$ cat src/hdl/gplf_pkg.sv
// gplf_pkg: shared sizes, codes and types for the grid local peak finder.
// No dependencies; every other file in hdl/ refers to it by scoped names.
package gplf_pkg;

    // Grid capacity and sample width.
    localparam int MAX_COLS    = 1024;
    localparam int MAX_ROWS    = 1024;
    localparam int SAMPLE_BITS = 16;

    // Derived widths.
    localparam int COL_W = (MAX_COLS > 2) ? $clog2(MAX_COLS) : 1;
    localparam int ROW_W = (MAX_ROWS > 2) ? $clog2(MAX_ROWS) : 1;

    // Fixed widths of registers and result fields.
    localparam int DIM_W       = 11;
    localparam int OUT_ROW_W   = 10;
    localparam int OUT_COL_W   = 10;
    localparam int TOTAL_W     = 21;
    localparam int APB_ADDR_W  = 3;
    localparam int APB_DATA_W  = 32;

    // Result queue.
    localparam int QUEUE_DEPTH = 4;
    localparam int QPTR_W      = $clog2(QUEUE_DEPTH);
    localparam int QCNT_W      = $clog2(QUEUE_DEPTH + 1);

    // Input operation codes.
    localparam logic OP_SAMPLE = 1'b0;
    localparam logic OP_FLUSH  = 1'b1;

    // Result kinds.
    localparam logic KIND_PEAK  = 1'b0;
    localparam logic KIND_TOTAL = 1'b1;

    // Register indexes (paddr[2]).
    localparam logic REG_ROWS = 1'b0;
    localparam logic REG_COLS = 1'b1;

    localparam logic [DIM_W-1:0] DIM_MIN = DIM_W'(2);

    // One line store entry: the row two above and the row above.
    typedef struct packed {
        logic [SAMPLE_BITS-1:0] prev2;
        logic [SAMPLE_BITS-1:0] prev;
    } t_line_word;

    // One result transaction.
    typedef struct packed {
        logic                 kind;
        logic [OUT_ROW_W-1:0] peak_row;
        logic [OUT_COL_W-1:0] peak_col;
        logic [TOTAL_W-1:0]   peak_total;
        logic                 last;
    } t_result;

    // Results offered to the queue in one cycle: up to two, slot0 first.
    typedef struct packed {
        logic [1:0] count;
        t_result    slot0;
        t_result    slot1;
    } t_push;

    // Cell waiting to be judged.
    typedef struct packed {
        logic                   has_left;
        logic                   has_right;
        logic                   has_up;
        logic                   has_down;
        logic                   final_col;
        logic [ROW_W-1:0]       row;
        logic [COL_W-1:0]       col;
        logic [SAMPLE_BITS-1:0] centre;
        logic [SAMPLE_BITS-1:0] up;
        logic [SAMPLE_BITS-1:0] down;
    } t_judge;

    function automatic logic [DIM_W-1:0] clamp_dim(input logic [DIM_W-1:0] v, input int hi);
        logic [DIM_W-1:0] r;
        if (v < DIM_MIN) begin
            r = DIM_MIN;
        end else if (32'(v) > hi) begin
            r = DIM_W'(hi);
        end else begin
            r = v;
        end
        return r;
    endfunction

    function automatic logic [OUT_ROW_W-1:0] fit_row(input logic [ROW_W-1:0] v);
        logic [31:0] w;
        w = 32'(v);
        return w[OUT_ROW_W-1:0];
    endfunction

    function automatic logic [OUT_COL_W-1:0] fit_col(input logic [COL_W-1:0] v);
        logic [31:0] w;
        w = 32'(v);
        return w[OUT_COL_W-1:0];
    endfunction

endpackage

$ cat src/hdl/gplf_res_queue.sv
// gplf_res_queue: small result queue that takes up to two results per cycle.
// Depends on gplf_pkg for the result types and the queue depth.
module gplf_res_queue (
    input  logic             i_clk,
    input  logic             i_rst_n,
    input  gplf_pkg::t_push  i_push,
    output logic             o_room,
    output logic             o_valid,
    input  logic             i_ready,
    output gplf_pkg::t_result o_head
);

    gplf_pkg::t_result               r_slots [gplf_pkg::QUEUE_DEPTH];
    logic [gplf_pkg::QPTR_W-1:0]     r_wr;
    logic [gplf_pkg::QPTR_W-1:0]     r_rd;
    logic [gplf_pkg::QCNT_W-1:0]     r_count;
    logic [gplf_pkg::QCNT_W-1:0]     n_count;
    logic [gplf_pkg::QPTR_W-1:0]     wr_next;
    logic                            pop;

    assign pop     = (r_count != '0) && i_ready;
    assign o_valid = (r_count != '0);
    assign o_head  = r_slots[r_rd];
    // Room for the largest push of one cycle.
    assign o_room  = (32'(r_count) <= gplf_pkg::QUEUE_DEPTH - 2);
    assign wr_next = r_wr + gplf_pkg::QPTR_W'(1);
    assign n_count = r_count + gplf_pkg::QCNT_W'(i_push.count)
                     - gplf_pkg::QCNT_W'(pop);

    always_ff @(posedge i_clk) begin
        if (!i_rst_n) begin
            r_wr    <= '0;
            r_rd    <= '0;
            r_count <= '0;
        end else begin
            r_wr    <= r_wr + gplf_pkg::QPTR_W'(i_push.count);
            r_rd    <= r_rd + gplf_pkg::QPTR_W'(pop);
            r_count <= n_count;
        end
    end

    always_ff @(posedge i_clk) begin
        if (i_push.count != 2'd0) begin
            r_slots[r_wr] <= i_push.slot0;
        end
        if (i_push.count == 2'd2) begin
            r_slots[wr_next] <= i_push.slot1;
        end
    end

endmodule

$ cat config.mk
export PLATFORM = sky130hd
export DESIGN_NAME = gplf_res_queue
export DESIGN_NICKNAME = d
export VERILOG_FILES = /design/src/hdl/gplf_pkg.sv /design/src/hdl/gplf_res_queue.sv
export SDC_FILE = /design/constraint.sdc
export NUM_CORES = 1
export LEC_CHECK = 0
export BUFFER_PORTS_ARGS = -buffer_cell sky130_fd_sc_hd__buf_4
export CELL_PAD_IN_SITES_DETAIL_PLACEMENT = 2
export CELL_PAD_IN_SITES_GLOBAL_PLACEMENT = 2
export CORE_MARGIN = 5
export CORE_UTILIZATION = 38
export CTS_BUF_LIST = sky130_fd_sc_hd__clkbuf_8 sky130_fd_sc_hd__clkbuf_16
export DETAILED_ROUTE_END_ITERATION = 7
export PLACE_DENSITY_LB_ADDON = 0.15
export SLEW_MARGIN = 0
export SYNTH_ARGS = -nofsm -noshare
export SYNTH_HDL_FRONTEND = slang
export SYNTH_SLANG_ARGS = --single-unit
$ cat constraint.sdc
create_clock -name i_clk -period 4.6 [get_ports i_clk]
set_input_delay 0.69 -clock i_clk [delete_from_list [all_inputs] [get_ports i_clk]]
set_output_delay 0.69 -clock i_clk [all_outputs]
set_load 0.05 [all_outputs]
==> results, run 1 <==
- The run finished with clean final reports.
- 0 antenna diodes ended up in the layout.
- The tree is rooted in a sky130_fd_sc_hd__clkbuf_16.
- The via count of the first global-routing pass is 5,674.
- Dividing the detail-routed via count by the number of cells gives 5.395.
- TritonCTS built the clock tree.
- The cell that appears most often on the critical path is sky130_fd_sc_hd__buf_4.
- After detailed routing, the average wire length per cell comes to 24.75 um.
- Entering global routing, the biggest net connects 47 pins.
- Averaged over all synthesized cells, the footprint is 19.07 um^2.
- Setup repair after global routing left no endpoint under its margin.
- CTS built an H-tree with a depth of 4.
- The first-pass GRT wire length is 34.36 mm.
- The maximum fanout count along the critical path is 28.
- The total wire length after detailed routing is 22.08 mm.
- The delay of the slowest cell on the worst path is 910 ps.
- The initial utilization of the core area, before any placement, comes to 38.71%.
- Summed over all layers, the global routing overflow is 0.
- Row generation in the floorplan step produced 55 rows.
- STA puts the critical path data arrival time at 2380 ps.
- The area growth from synthesis to layout is 21.49%.
- During I/O placement, the number of pins put on the boundary was 136.
- The number of endpoints failing setup at the final stage is 0.
- The kind of cell with the highest combined delay along the critical path is flip-flops.
- The Yosys step of the flow raised 0 warnings.
- The layout net count is 689.
- The placed cell count is 860.
- The number of buffers and inverters on the critical path is 2.
- In this run the power spent charging and discharging nets is 0.001669 W.
- The largest individual stage delay along the critical path comes from the cell sky130_fd_sc_hd__dfxtp_2.
- The number of gates resized after CTS was 0.
- The flop and latch count out of synthesis is 179.
- Of the total power, the clock network draws 28.8%.
- The number of nets with antenna violations after detailed routing is 0.
- The half-perimeter wire length after placement is 13.55 mm.
- The post-CTS setup buffer count is 0.
- The final count of pins violating max slew is 0.
- After clock tree synthesis, the flow added hold-fix buffers numbering 0.
- The final worst clock skew is 13.59 ps.
- The class of the tightest hold or removal check is in2reg.
- The number of distinct library cells after synthesis is 30.
- The ratio of cells with drive above 1 in the final layout is 65.40%.
- In this run, flip-flops and latches consume 41.8% of the power.
- In the final layout, the multi-input gates occupy 0.003318 mm^2.
- The count of buffers from port buffering is 135.
- For this run, the top clock speed supported by timing is 326.2 MHz.
- Summed over all cells, the static leakage comes to 3.774 nW.
- The vertical die dimension is 162.1 um.
- The tool flagged a number of max-cap violations equal to 0.
- Measured along the x axis, the die boundary spans 162.1 um.
- The worst endpoint required time is 3910 ps.
- The number of standard cells after synthesis is 461.
- The mapped netlist covers 0.008791 mm^2.
- The kind of critical path is reg2out.
- The placer congestion estimate is 0.7582.
- At the pin with the least slew margin, the transition time is 998.7 ps.
- Combinational cells account for 29.4% of the total power.
- The first detailed-routing pass ran for 4 iterations.
- Adding up every negative setup slack in the final design gives 0 ps.
- STA classifies the critical path startpoint as a flop.
- The total vias in the final route is 4,812.
- The global-route total usage across every layer is 17.40%.
- The area of the core is 0.02271 mm^2.
- The worst-case headroom to the max-slew limit is 33.42%.
- The endpoint kind of the worst setup timing path is an output pin.
- For this run, design rule violations remaining after detail routing come to 0.
- The signal on the critical path passes through buf_4 > mux4_2 > buf_4.
- Net switching is 32.32% of the power.
- The design draws 0.005164 W.
- Dividing total power by cell area gives a power density of 483.5 mW/mm^2.
- When the netlist entered floorplanning its net count stood at 556.
- The worst-case IR drop observed on VDD is 0.2721 mV.
- Clock-pin slew was measured on the worst setup and hold paths at 70 ps.
- The clock latency reported for the late side of the worst-skew pair is 420 ps.
- The library cells used most frequently in the layout, excluding fill and tap cells, are sky130_fd_sc_hd__edfxtp_1, sky130_fd_sc_hd__mux2_2, sky130_fd_sc_hd__buf_4.
- The final count of hold timing violations came to 0.
- The design internal power is 0.003495 W.
- After synthesis, flip-flops and latches occupy 60.35% of the total area.
- Fill cells in the final layout number 2,112.
- The final standard cell count with taps included and fillers excluded is 892.
- The library cell used most frequently in the layout, excluding fill and tap cells, is sky130_fd_sc_hd__edfxtp_1.
- The die footprint is 0.02628 mm^2.
- The combined flip-flop and latch cell area is 0.005310 mm^2.
- The initial antenna violation count is 0.
- The CTS sink count is 179.
- Subtracting the final worst setup slack from the clock period gives 3066 ps.
- The share of the cycle needed by the critical path after routing is 66.64%.
- For this block, the initial DRC count from the detailed router was 237.
- No sink is reached through more buffers than the 2 on the longest clock path.
- The number of buffers added by the clock tree synthesis step is 17.
cells by family (layout without fill, tap and decap cells):
kind of cell,after synthesis,in the layout,synth area share (%)
AO/OA/AOI/OAI,6,6,0.4696
buffers and inverters,34,180,2.605
AND/OR/NAND/NOR,17,17,1.480
multiplexers,219,219,33.93
XOR/XNOR,2,2,0.5123
adder cells (fa/ha/maj),4,4,0.6548
flip-flops,179,179,60.35
final timing paths:
check	from	to	slack [ps]	depth (start not counted)
setup / recovery	r_rd[1]	o_head[16]	1530	3
hold / removal	i_rst_n	r_count[0]	560	2
setup reg to reg	r_wr[0]	r_slots[2][29]	2210	3
hold reg to reg	r_count[1]	r_rd[0]	690	2
layer usage:
| layer | up-vias | wire, um | track usage (%) |
|---|---|---|---|
| met2 | 108 | 12020 | 31.26 |
| met1 | 2538 | 9120 | 21.64 |
| met3 | 15 | 712 | 3.299 |
| li1 | 2151 | - | - |
| met4 | 0 | 220 | 4.498 |
| met5 | - | 0 | 0 |
registers in the layout, indices dropped and copies added (netlist names):
signal and cells:
r_count 3, r_rd 2, r_slots 172, r_wr 2
power groups by stage:
stage / clock network, W / registers, W / logic, W
floorplan: 0 / 0.00208 / 0.00115
global placement: 0 / 0.00219 / 0.00153
detailed placement: 0 / 0.00221 / 0.00154
CTS: 0.00153 / 0.00217 / 0.00155
global route: 0.00160 / 0.00219 / 0.00159
finish: 0.00149 / 0.00216 / 0.00152
Yosys cell counts, drive strengths merged:
library cell / number / area, um^2
inv: 4 / 15.01
edfxtp: 172 / 5165
fa: 1 / 20.02
dfxtp: 7 / 140.1
clkbuf: 2 / 7.510
mux4: 43 / 968.4
nor2: 3 / 11.26
mux2: 172 / 1974
and2: 3 / 18.77
o31ai: 1 / 7.510
mux2i: 4 / 40.04
nand2: 2 / 7.510
o21bai: 2 / 15.01
buf: 28 / 206.5
a21oi: 1 / 5.000
nor4bb: 1 / 10.01
and4bb: 1 / 12.51
xnor3: 2 / 45.04
nand4b: 1 / 15.01
o311ai: 1 / 8.760
nor4b: 1 / 23.77
o21ai: 1 / 5.000
or3: 1 / 6.260
nand2b: 2 / 12.51
nor2b: 2 / 12.51
ha: 3 / 37.54
per-stage QoR:
stage | hold WS, ps | setup slack (ps) | cell area, um^2 | util (%)
after floorplan | 621.3 | 110.7 | 8791 | -
after global placement | 680.9 | 1873 | 10080 | 44.39
after detailed placement | 684.8 | 1865 | 10080 | 44.39
after CTS | 542.4 | 1456 | 10680 | 47.03
after global routing | 544.7 | 1372 | 10680 | 47.03
final | 556.1 | 1534 | 10680 | 47.03
final cells by class:
type,count,area share [%]
multi-input cells,248,31.07
inverters,4,0.1406
well taps,285,3.339
clock buffers,19,4.241
repair buffers,144,10.12
clock inverters,13,1.371
flip-flops and latches,179,49.72
Power figures use the tool's default switching activity.
==> run 2: changes to the inputs <==
--- a/config.mk
+++ b/config.mk
@@ -9,7 +9,7 @@
 export CELL_PAD_IN_SITES_DETAIL_PLACEMENT = 2
 export CELL_PAD_IN_SITES_GLOBAL_PLACEMENT = 2
 export CORE_MARGIN = 5
-export CORE_UTILIZATION = 38
+export CORE_UTILIZATION = 43
 export CTS_BUF_LIST = sky130_fd_sc_hd__clkbuf_8 sky130_fd_sc_hd__clkbuf_16
 export DETAILED_ROUTE_END_ITERATION = 7
 export PLACE_DENSITY_LB_ADDON = 0.15
==> constraint.sdc (replaced) <==
create_clock -name i_clk -period 2.98 [get_ports i_clk]
set_input_delay 0.447 -clock i_clk [delete_from_list [all_inputs] [get_ports i_clk]]
set_output_delay 0.447 -clock i_clk [all_outputs]
set_load 0.05 [all_outputs]
==> run 2 against run 1 <==
  * Clock power rose by 39%
  * Global-route usage rose by 3.0 points
  * Die area fell by 11%
  * Flip-flop and latch count did not move
  * Critical path depth did not move
  * Critical path type unchanged
==> results, run 2 (same netlist as run 1, synthesis figures left out) <==
- The number of buffers added by the clock tree synthesis step is 17.
- The class of the tightest hold or removal check is in2reg.
- After clock tree synthesis, the setup repair step added 0 buffers.
- Post-CTS repair changed the size of 0 cells.
- Routed signal wires occupy layers up through met4.
- For this configuration, the core starts out at a cell density of 43.59%.
- The half-perimeter wire length after placement is 15.23 mm.
- In this run the power density over the cells is 730.4 mW/mm^2.
- 136 I/O pins were placed.
- The total non-filler cell area in the finished layout is 0.01072 mm^2.
- The first global-routing pass estimated 35.87 mm of wire.
- The flip-flop count of the largest register, all copies and words added is 172.
- The share of power burned in the clock network is 26.5%.
- Setup repair after global routing left no endpoint under its margin.
- The worst-case IR drop observed on VDD is 0.3906 mV.
- The clock net in this run drives a total of 179 sinks.
- Port buffering added 135 buffers.
- Net switching is 33.28% of the power.
- The floorplan has 52 rows.
- Using the TritonRoute via totals, the vias-per-cell ratio works out to 5.482.
- The die covers 0.02340 mm^2.
- The ratio of cells with drive above 1 in the final layout is 65.26%.
- The count of nets left with antenna violations once routing finished came out at 0.
- The portion of total power attributed to combinational logic is 32.1%.
- The average wire per cell in the routed design is 26.17 um.
- The total area inside the core boundary comes to 0.02017 mm^2.
- The setup TNS is 0 ps.
- Of the total power, registers draw 41.4%.
- The first routing iteration left 156 violations.
- The critical path in this run is classified as reg2out.
- After global routing the overflow that remains totals 0.
- Of all nets on the critical path, the largest fanout is 16.
- The worst-case headroom to the max-slew limit is 59.30%.
- The routed design uses 12.83 mm of met2 wire.
- The analysis attributes to cell leakage a power of 3.801 nW.
- At the end of routability-driven placement, the weighted congestion stood at 0.7186.
- CTS built an H-tree with a depth of 4.
- The number of endpoints failing setup at the final stage is 0.
- The worst endpoint required time is 2530 ps.
- Before antenna repair, the detailed router went through 4 iterations.
- Detailed routing placed a total of 1.085 mm of wire on met3.
- The largest registers in the layout are r_slots (172), r_count (3).
- The initial antenna violation count is 0.
- The antenna diode count is 0.
- The maximum number of pins on one net before global-route repair is 32.
- The analysis attributes to net switching a power of 0.002606 W.
- In the final design database the tool counted 698 nets.
- The post-cts hold buffer count is 0.
- TritonCTS built the clock tree.
- The via count of the first global-routing pass came to 5,801.
- The vertical die dimension is 153.0 um.
- The total wire length after detailed routing is 23.18 mm.
- The final count of hold timing violations is 0.
- For the pin with the worst max-slew slack, the measured transition is 608.9 ps.
- Global routing used 20.38% of the available tracks.
- Clock-pin slew was measured on the worst setup and hold paths at 60 ps.
- The clock root buffer is sky130_fd_sc_hd__clkbuf_16.
- The clock reaches the later pin of the worst-skew pair after 430 ps.
- The total vias in the final route is 4,857.
- The most common library cell in the layout ignoring fill and taps is sky130_fd_sc_hd__edfxtp_1.
- The time the worst path needs with I/O delays and setup is 2506 ps.
- The type of element launching the critical path is a flop.
- The run finished with clean final reports.
- Once placement finished, the instance area stood at 0.01019 mm^2.
- The final count of pins violating max slew came to 0.
- The floorplan step set the die width to 153.0 um.
- The largest register by flop count is r_slots.
- Leaving out fill and tap cells, the most frequent cells in the layout are sky130_fd_sc_hd__edfxtp_1, sky130_fd_sc_hd__mux2_2, sky130_fd_sc_hd__buf_4.
- The design internal power is 0.005225 W.
- The total power of the final layout is 0.007831 W.
- Clock skew on the completed layout was measured at 8.617 ps.
- The worst path uses 84.09% of the clock period.
- After detailed routing, the number of remaining DRC violations is 0.
- Across the run, the number of max-cap violations was 0.
- The met1 layer wirelength in the final routing is 9.039 mm.
- The arrival time of data at the critical path endpoint is 2060 ps.
- From synthesis to final layout, the design area changed by 21.96%.
- The buffer depth of the longest clock path is 2.
- The endpoint kind of the worst setup timing path is an output pin.
- For this run, the top clock speed supported by timing is 399.0 MHz.
[run 2: cell types whose count changed in the layout (fill, tap and decap cells not counted), sizes merged]
cell,delta
clkinv,+1
clkinvlp,+1
buf,+9
clkbuf,-2
inv,+2
bufinv,-2
[run 2: path summary, 6_finish.rpt]
kind / from / endpoint / slack (ps) / cells past startpoint
max: r_rd[0] / o_head[1] / 470 / 3
min: i_rst_n / r_count[0] / 300 / 2
max reg2reg: r_wr[1] / r_slots[3][15] / 870 / 3
min reg2reg: r_count[1] / r_rd[0] / 740 / 2
[run 2: power by group through the flow]
stage	combinational, W	clock (W)	sequential [W]
2_1_floorplan	0.00178	0	0.00320
5_1_grt	0.00265	0.00224	0.00327
4_1_cts	0.00256	0.00211	0.00325
6_report	0.00252	0.00207	0.00324
3_5_place_dp	0.00255	0	0.00330
3_3_place_gp	0.00250	0	0.00327
[run 2: per-layer routing]
layer | track usage (%) | vias up
met5 | 0 | -
met2 | 37.41 | 117
met3 | 5.202 | 18
li1 | - | 2175
met4 | 4.709 | 0
met1 | 24.08 | 2547
[run 2: cell type report]
class	instances	area [um^2]
clock buffer	17	425.4
clock inverter	15	103.9
sequential	179	5310
fill	1782	9448
inverter	4	15.01
timing repair buffer	153	1211
tap	270	337.8
multi-input combinational	248	3318
[run 2: stage by stage]
stage,worst slack (ps),utilization [%],cells,hold slack [ps]
6_report,474.0,53.16,886,302.1
5_1_grt,372.1,53.16,886,307.1
4_1_cts,413.6,53.16,886,281.2
3_5_place_dp,808.1,50.53,854,723.0
3_3_place_gp,822.6,50.53,854,701.9
2_1_floorplan,10.33,-,461,568.7
[run 2: critical path, stage by stage (launching register included)]
cell                      delay, ps
sky130_fd_sc_hd__dfxtp_4        580
sky130_fd_sc_hd__buf_12         240
sky130_fd_sc_hd__mux4_2         570
sky130_fd_sc_hd__buf_4          220
